--- src/rtl/core/assert_macros.svh ---
// Assertion macros shared by the encoder modules.
`ifndef ASSERT_MACROS_SVH
`define ASSERT_MACROS_SVH

// Clocked check, held off while reset is asserted.
`define ASSERT_CLK(label, prop, msg) \
  label: assert property (@(posedge clk) disable iff (!rst_n) (prop)) \
    else $error(msg);

// Implication check, held off while reset is asserted.
`define ASSERT_IMPL(label, ante, cons, msg) \
  label: assert property (@(posedge clk) disable iff (!rst_n) (ante) |-> (cons)) \
    else $error(msg);

`endif

--- src/rtl/core/b64e_pkg.sv ---
// Types, constants and the character table of the base64 stream encoder.
package b64e_pkg;

  // Default depth of the group queue between front and back.
  localparam int B64E_QUEUE_DEPTH = 2;

  localparam logic [6:0] PAD_CHAR = 7'h3D;  // '='
  localparam logic [6:0] PLUS_CHAR = 7'h2B; // '+'
  localparam logic [6:0] SLASH_CHAR = 7'h2F; // '/'

  // One closed group of up to three bytes.
  typedef struct packed {
    logic [23:0] bits;    // first byte in 23:16, missing bytes zero
    logic [1:0]  nbytes;  // real bytes in the group, 1..3
    logic        last;    // group ends the message
  } grp_t;

  // Standard alphabet lookup for one sextet.
  function automatic logic [6:0] b64_char(input logic [5:0] idx);
    logic [6:0] ch;
    if (idx < 6'd26) begin
      ch = 7'h41 + {1'b0, idx};
    end else if (idx < 6'd52) begin
      ch = 7'h61 + {1'b0, idx - 6'd26};
    end else if (idx < 6'd62) begin
      ch = 7'h30 + {1'b0, idx - 6'd52};
    end else if (idx == 6'd62) begin
      ch = PLUS_CHAR;
    end else begin
      ch = SLASH_CHAR;
    end
    return ch;
  endfunction

endpackage

--- src/rtl/core/base64_stream_encoder.sv ---
// Top level of the base64 stream encoder: front, group queue and back.
//
// Input channel: one raw byte per item (in_data_byte) with in_last_byte
// marking the final byte of a message. Output channel: one ASCII character
// per item (out_char), out_last_char set on the final character.
// Bytes are gathered in groups of three; a group closes on its third byte
// or on a last byte, and yields four characters of the standard alphabet,
// '=' standing in for positions past the real bytes.
// The group that a closing byte completes is written into the queue register,
// and its first character is then loaded into the output register; the rest
// follow one per cycle while the receiver is ready. The back end thus emits
// four characters per group, and bytes that do not close a group are taken
// every cycle.
// A closed group waits in a QUEUE_DEPTH-entry queue; when the queue is
// full only a byte that would close a group is held off.
// If the receiver stalls, the current character holds in the output
// register and the queue fills, then input stalls on group closure.
// Synchronous reset clears pending bytes, queue and output valid.
module base64_stream_encoder #(
  parameter int QUEUE_DEPTH = b64e_pkg::B64E_QUEUE_DEPTH
) (
  input  logic       clk,
  input  logic       rst_n,
  input  logic       in_valid,
  output logic       in_ready,
  input  logic [7:0] in_data_byte,
  input  logic       in_last_byte,
  output logic       out_valid,
  input  logic       out_ready,
  output logic [6:0] out_char,
  output logic       out_last_char
);
  import b64e_pkg::*;

  logic push;
  logic pop;
  logic q_full;
  logic q_empty;
  grp_t push_grp;
  grp_t head;

  b64e_front u_front (
    .clk          (clk),
    .rst_n        (rst_n),
    .in_valid     (in_valid),
    .in_ready     (in_ready),
    .in_data_byte (in_data_byte),
    .in_last_byte (in_last_byte),
    .push         (push),
    .push_grp     (push_grp),
    .q_full       (q_full)
  );

  b64e_queue #(
    .DEPTH (QUEUE_DEPTH)
  ) u_queue (
    .clk      (clk),
    .rst_n    (rst_n),
    .push     (push),
    .push_grp (push_grp),
    .pop      (pop),
    .head     (head),
    .full     (q_full),
    .empty    (q_empty)
  );

  b64e_back u_back (
    .clk           (clk),
    .rst_n         (rst_n),
    .head          (head),
    .q_empty       (q_empty),
    .pop           (pop),
    .out_valid     (out_valid),
    .out_ready     (out_ready),
    .out_char      (out_char),
    .out_last_char (out_last_char)
  );

endmodule

--- src/rtl/core/b64e_front.sv ---
// Front end: collects bytes into groups and hands closed groups to the queue.
module b64e_front (
  input  logic              clk,
  input  logic              rst_n,
  input  logic              in_valid,
  output logic              in_ready,
  input  logic [7:0]        in_data_byte,
  input  logic              in_last_byte,
  output logic              push,
  output b64e_pkg::grp_t    push_grp,
  input  logic              q_full
);
  import b64e_pkg::*;

  logic [15:0] pend_r, pend_nxt;
  logic [1:0]  cnt_r, cnt_nxt;
  logic [1:0]  held;
  logic        closes;
  logic        accept;

  // A stray count of three behaves as two
  assign held   = (cnt_r == 2'd3) ? 2'd2 : cnt_r;
  assign closes = (held == 2'd2) || in_last_byte;

  // Only an item that closes a group needs room in the queue
  assign in_ready = !q_full || !closes;
  assign accept   = in_valid && in_ready;
  assign push     = accept && closes;

  // Group assembly, missing bytes as zero
  always_comb begin
    push_grp.nbytes = held + 2'd1;
    push_grp.last   = in_last_byte;
    case (held)
      2'd0:    push_grp.bits = {in_data_byte, 16'h0000};
      2'd1:    push_grp.bits = {pend_r[15:8], in_data_byte, 8'h00};
      default: push_grp.bits = {pend_r, in_data_byte};
    endcase
  end

  // Pending byte store
  always_comb begin
    pend_nxt = pend_r;
    cnt_nxt  = cnt_r;
    if (accept) begin
      if (closes) begin
        pend_nxt = 16'h0000;
        cnt_nxt  = 2'd0;
      end else if (held == 2'd0) begin
        pend_nxt = {in_data_byte, 8'h00};
        cnt_nxt  = 2'd1;
      end else begin
        pend_nxt = {pend_r[15:8], in_data_byte};
        cnt_nxt  = 2'd2;
      end
    end
  end

  always_ff @(posedge clk) begin
    if (!rst_n) begin
      pend_r <= 16'h0000;
      cnt_r  <= 2'd0;
    end else begin
      pend_r <= pend_nxt;
      cnt_r  <= cnt_nxt;
    end
  end

endmodule

--- src/rtl/core/b64e_queue.sv ---
// Small ring queue of closed groups between front and back.
`include "assert_macros.svh"
module b64e_queue #(
  parameter int DEPTH = b64e_pkg::B64E_QUEUE_DEPTH
) (
  input  logic           clk,
  input  logic           rst_n,
  input  logic           push,
  input  b64e_pkg::grp_t push_grp,
  input  logic           pop,
  output b64e_pkg::grp_t head,
  output logic           full,
  output logic           empty
);
  import b64e_pkg::*;

  localparam int PTR_W = (DEPTH > 1) ? $clog2(DEPTH) : 1;
  localparam int CNT_W = $clog2(DEPTH + 1);
  localparam logic [PTR_W-1:0] LAST_PTR = PTR_W'(DEPTH - 1);

  grp_t             slots_r [DEPTH];
  logic [PTR_W-1:0] wr_ptr_r, wr_ptr_nxt;
  logic [PTR_W-1:0] rd_ptr_r, rd_ptr_nxt;
  logic [CNT_W-1:0] count_r, count_nxt;

  assign full  = (count_r == CNT_W'(DEPTH));
  assign empty = (count_r == '0);
  assign head  = slots_r[rd_ptr_r];

  // Pointer and fill count update
  always_comb begin
    wr_ptr_nxt = wr_ptr_r;
    rd_ptr_nxt = rd_ptr_r;
    if (push) wr_ptr_nxt = (wr_ptr_r == LAST_PTR) ? '0 : wr_ptr_r + PTR_W'(1);
    if (pop)  rd_ptr_nxt = (rd_ptr_r == LAST_PTR) ? '0 : rd_ptr_r + PTR_W'(1);
    count_nxt = count_r + CNT_W'(push) - CNT_W'(pop);
  end

  always_ff @(posedge clk) begin
    if (!rst_n) begin
      wr_ptr_r <= '0;
      rd_ptr_r <= '0;
      count_r  <= '0;
    end else begin
      wr_ptr_r <= wr_ptr_nxt;
      rd_ptr_r <= rd_ptr_nxt;
      count_r  <= count_nxt;
    end
  end

  // Storage
  always_ff @(posedge clk) begin
    if (push) slots_r[wr_ptr_r] <= push_grp;
  end

  `ASSERT_IMPL(a_no_push_full, push, !full || pop, "group pushed into a full queue")
  `ASSERT_IMPL(a_no_pop_empty, pop, !empty, "group popped from an empty queue")
  `ASSERT_CLK(a_count_bound, count_r <= CNT_W'(DEPTH), "queue fill count out of range")

endmodule

--- src/rtl/core/b64e_back.sv ---
// Back end: turns each queued group into four characters, one per item.
`include "assert_macros.svh"
module b64e_back (
  input  logic           clk,
  input  logic           rst_n,
  input  b64e_pkg::grp_t head,
  input  logic           q_empty,
  output logic           pop,
  output logic           out_valid,
  input  logic           out_ready,
  output logic [6:0]     out_char,
  output logic           out_last_char
);
  import b64e_pkg::*;

  logic [1:0] idx_r;
  logic       out_valid_r;
  logic [6:0] char_r;
  logic       last_r;
  logic       load;
  logic       emit;
  logic [5:0] sextet;
  logic [6:0] ch;

  // Output register is free when empty or being taken
  assign load = !out_valid_r || out_ready;
  assign emit = load && !q_empty;
  assign pop  = emit && (idx_r == 2'd3);

  // Sextet select and character lookup
  always_comb begin
    case (idx_r)
      2'd0:    sextet = head.bits[23:18];
      2'd1:    sextet = head.bits[17:12];
      2'd2:    sextet = head.bits[11:6];
      default: sextet = head.bits[5:0];
    endcase
    ch = (idx_r <= head.nbytes) ? b64_char(sextet) : PAD_CHAR;
  end

  always_ff @(posedge clk) begin
    if (!rst_n) begin
      out_valid_r <= 1'b0;
      idx_r       <= 2'd0;
    end else begin
      if (load) out_valid_r <= !q_empty;
      if (emit) idx_r <= idx_r + 2'd1;
    end
  end

  always_ff @(posedge clk) begin
    if (emit) begin
      char_r <= ch;
      last_r <= head.last && (idx_r == 2'd3);
    end
  end

  assign out_valid     = out_valid_r;
  assign out_char      = char_r;
  assign out_last_char = last_r;

  `ASSERT_IMPL(a_mid_group_head, idx_r != 2'd0, !q_empty, "group left queue mid-emission")
  `ASSERT_IMPL(a_last_wraps, out_valid_r && last_r, idx_r == 2'd0,
    "last char shown before group completed")

endmodule

--- config.mk ---
export PLATFORM = sky130hd
export DESIGN_NAME = base64_stream_encoder
export DESIGN_NICKNAME = d
export VERILOG_FILES = /design/src/rtl/core/b64e_pkg.sv /design/src/rtl/core/base64_stream_encoder.sv /design/src/rtl/core/b64e_front.sv /design/src/rtl/core/b64e_queue.sv /design/src/rtl/core/b64e_back.sv
export VERILOG_INCLUDE_DIRS = /design/src /design/src/rtl/core
export SDC_FILE = /design/constraint.sdc
export NUM_CORES = 1
export LEC_CHECK = 0
export BUFFER_PORTS_ARGS = -buffer_cell sky130_fd_sc_hd__buf_4
export CORE_MARGIN = 2
export CORE_UTILIZATION = 50
export DETAILED_ROUTE_END_ITERATION = 8
export GPL_ROUTABILITY_DRIVEN = 1
export PLACE_DENSITY = 0.65
export RECOVER_POWER = 25
export SETUP_SLACK_MARGIN = 0.15
export SYNTH_ARGS = -nofsm -noshare
export SYNTH_HDL_FRONTEND = slang
export SYNTH_HIERARCHICAL = 1
export SYNTH_SLANG_ARGS = --single-unit
--- constraint.sdc ---
create_clock -name clk -period 5.45 [get_ports clk]
set_input_delay 1.09 -clock clk [delete_from_list [all_inputs] [get_ports clk]]
set_output_delay 1.09 -clock clk [all_outputs]
set_load 0.01 [all_outputs]
==> impl_metrics.tcl <==
set metrics [dict create \
    drv_cap 0 \
    seqPwrFrac_pct 49.0 \
    leakage_nw 1.88 \
    final.setup.tns_ns 0 \
    placed_cells 486 \
    worstSetupPathType "flip-flop to flip-flop" \
    clk_latency_ns 0.35 \
    drive_above_1_share_pct 21.3 \
    async_flop_share_pct 0 \
    wl_per_cell_um 16.5 \
    p_int_mw 1.12 \
    portBuffers 22 \
    cts.sinks 88 \
    drcViolationCount 0 \
    cts_resized 0 \
    hold_class "flip-flop to flip-flop" \
    synth.top_cells.by_count "edfxtp_1 (62), nand2_1 (32), dfxtp_1 (26)" \
    clk_pin_slew_ns 0.09 \
    htree_levels 3 \
    grt_use_total_pct 17.8 \
    synth.avg_cell_area_sq_um 12.4 \
    power_density_nw_per_um2 318 \
    finalNonFillerCells 502 \
    antenna_found_initial 0 \
    fin_crit_ns 3.90 \
    dieWidth_um 99.0 \
    grt_pass1_vias 2798 \
    place_congestion 0.878 \
    power_switching_share_pct 28.5 \
    ys_types 54 \
    p_clk_share_pct 29.4 \
    final-hold-violation-count 0 \
    synth.area.top_cells "edfxtp_1 (41%), dfxtp_1 (12%), mux2_4 (6.7%)" \
    post_cts_buffers 0 \
    ir_drop_v 0.000143 \
    cts_buffer_depth 2 \
    synth_area_sq_um 4510 \
    outcome "finished, final reports clean" \
    io_pins 23 \
    diodes 0 \
    synth_top_area_share_pct 41.3 \
    start_kind "flip-flop" \
    wirelength_um 8280 \
    rsz0062_at_grt "no" \
    root_buffer "clkbuf_8" \
    ys_seq_area_share_pct 52.8 \
    worst_pin_slew_ns 1.02 \
    crit_required_ns 5.55 \
    endpoint_kind "flip-flop" \
    synth_nets 393 \
    synth-edff-count 62 \
    core_area_sq_um 8720 \
    firstDrtPassIters 4 \
    power_switching_mw 0.448 \
    via_count 2773 \
    skew_ns 0.0126 \
    syn_inst 364 \
    dominantRegCellSynth "edfxtp_1" \
    overflow 0 \
    nFillCells 731 \
    tritoncts "built" \
    grt_max_degree 28 \
    ant_nets 0 \
    relSlewSlack_pct 32.1 \
    area_delta_synth_final_pct 9.57 \
    synth_most_common_cell "edfxtp_1" \
    vias_per_cell 5.52 \
    die_area_sq_um 9790 \
    nets 418 \
    ys_ff_latch 88 \
    num_rows 34 \
    dr.first_iter.drc_count 124 \
    ctsHoldBuffers 0 \
    floorplan.initialDensity_pct 51.7 \
    comb_power_share_pct 21.6 \
    max_freq_mhz 257 \
    synth_top_area_cell "edfxtp_1" \
    arrival_ns 4.00 \
    fin_crit_sh_pct 71.5 \
    report.final.slew_viol_count 0 \
    die_h_um 99.0 \
    yosys_warnings 6 \
    cts_made_buffers 9 \
    dpl.hpwl_um 6130 \
    grt_pass1_wl_um 13800 \
    setup_viol 0 \
    worst-path-max-fanout 12 \
]
-- path summary, 6_finish.rpt --
path	from	depth (start not counted)	slack (ns)	to
max	flip-flop	11	1.55	u_back/out_char[3]$_SDFFCE_PN1P_
min	u_front/pend_r[13]$_SDFFE_PN0P_	2	0.46	u_front/pend_r[13]$_SDFFE_PN0P_
max reg2reg	flip-flop	11	1.55	u_back/out_char[3]$_SDFFCE_PN1P_
min reg2reg	u_front/pend_r[13]$_SDFFE_PN0P_	2	0.46	u_front/pend_r[13]$_SDFFE_PN0P_
-- worst max-delay path, cell delays in order (launching register included) --
cell	delay (ns)
dfxtp_1	0.75
mux2_2	0.41
a222oi_1	0.44
a21oi_1	0.26
inv_1	0.21
ha_1	0.22
inv_1	0.06
a211oi_2	0.36
nor2_1	0.11
a21oi_2	0.36
o21ai_1	0.13
a311o_1	0.33
-- through the flow --
stage | instance area (sq um) | util, % | hold slack [ns] | power, mW | setup WS [ns]
floorplan | 4510 | - | 0.436 | 1.03 | 2.33
global placement | 4750 | 54.4 | 0.443 | 1.12 | 1.56
detailed placement | 4750 | 54.4 | 0.452 | 1.12 | 1.63
CTS | 4950 | 56.8 | 0.466 | 1.58 | 1.59
global route | 4940 | 56.7 | 0.488 | 1.64 | 1.37
finish | 4940 | 56.7 | 0.463 | 1.57 | 1.55
-- routing by layer --
| metal | GRT usage, % | share of wire, % | vias to the layer above | wire length (um) |
|---|---|---|---|---|
| li1 | - | - | 1383 | - |
| met1 | 24.1 | 47 | 1338 | 3900 |
| met2 | 29.3 | 49 | 44 | 4070 |
| met3 | 3.48 | 2.8 | 8 | 230 |
| met4 | 5.06 | 0.97 | 0 | 80 |
| met5 | 0 | 0 | - | 0 |
-- area by class of cell --
class	count	area [sq um]	share of cell area, %
well taps	108	135	2.73
repair buffers	27	195	3.95
clock buffers	10	128	2.58
clock inverters	6	77.6	1.57
flip-flops and latches	88	2380	48.2
inverters	22	82.6	1.67
multi-input cells	241	1940	39.3
-- layout by cell type, fill, tap and decap left out, types with 2 or more instances in the layout --
master and count:
nor2_1 10, a21oi_1 11, a211oi_1 2, inv_8 2
inv_1 20, dfxtp_1 26, nor2b_1 12, a21boi_0 10
mux2_4 20, nor3_1 5, o21a_1 5, inv_2 2
mux2i_1 12, o21ai_0 17, a211o_1 2, clkbuf_1 3
and2_1 9, nand2b_1 2, a222oi_1 5, ha_1 16
nand2_1 32, buf_4 25, clkbuf_8 9, a21o_1 2
and2_0 8, a22o_1 9, mux2_2 16, xnor2_1 6
edfxtp_1 62, nand3_1 2, o21ai_1 2, xor2_1 4
clkinv_4 2
-- power by group through the flow --
stage	registers [mW]	clock network [mW]	logic, mW
finish	0.769	0.461	0.339
global route	0.772	0.499	0.373
CTS	0.770	0.474	0.341
detailed placement	0.785	0	0.338
global placement	0.784	0	0.337
floorplan	0.787	0	0.242
-- cells by family (layout without fill, tap and decap cells) --
logic type | count (synthesis) | after routing | synth area share [%]
adders and majority gates | 16 | 16 | 4.44
DFF | 88 | 88 | 52.8
and+or+nand+nor | 86 | 86 | 9.88
AOI/OAI and AO/OA | 79 | 79 | 12.7
buffers and inverters | 35 | 65 | 4.13
xor gates and xnor gates | 11 | 11 | 2.44
muxes | 49 | 49 | 13.6
-- registers in the layout, indices dropped and copies added, names as in the netlist, named ones only --
signal / count
u_back/idx_r: 2
u_back/out_char: 7
u_back/out_last_char: 1
u_back/out_valid: 1
u_front/cnt_r: 2
u_front/pend_r: 16
u_queue/count_r: 2
u_queue/rd_ptr_r: 1
u_queue/slots_r: 54
u_queue/wr_ptr_r: 1
(Power assumes the default switching activity.)
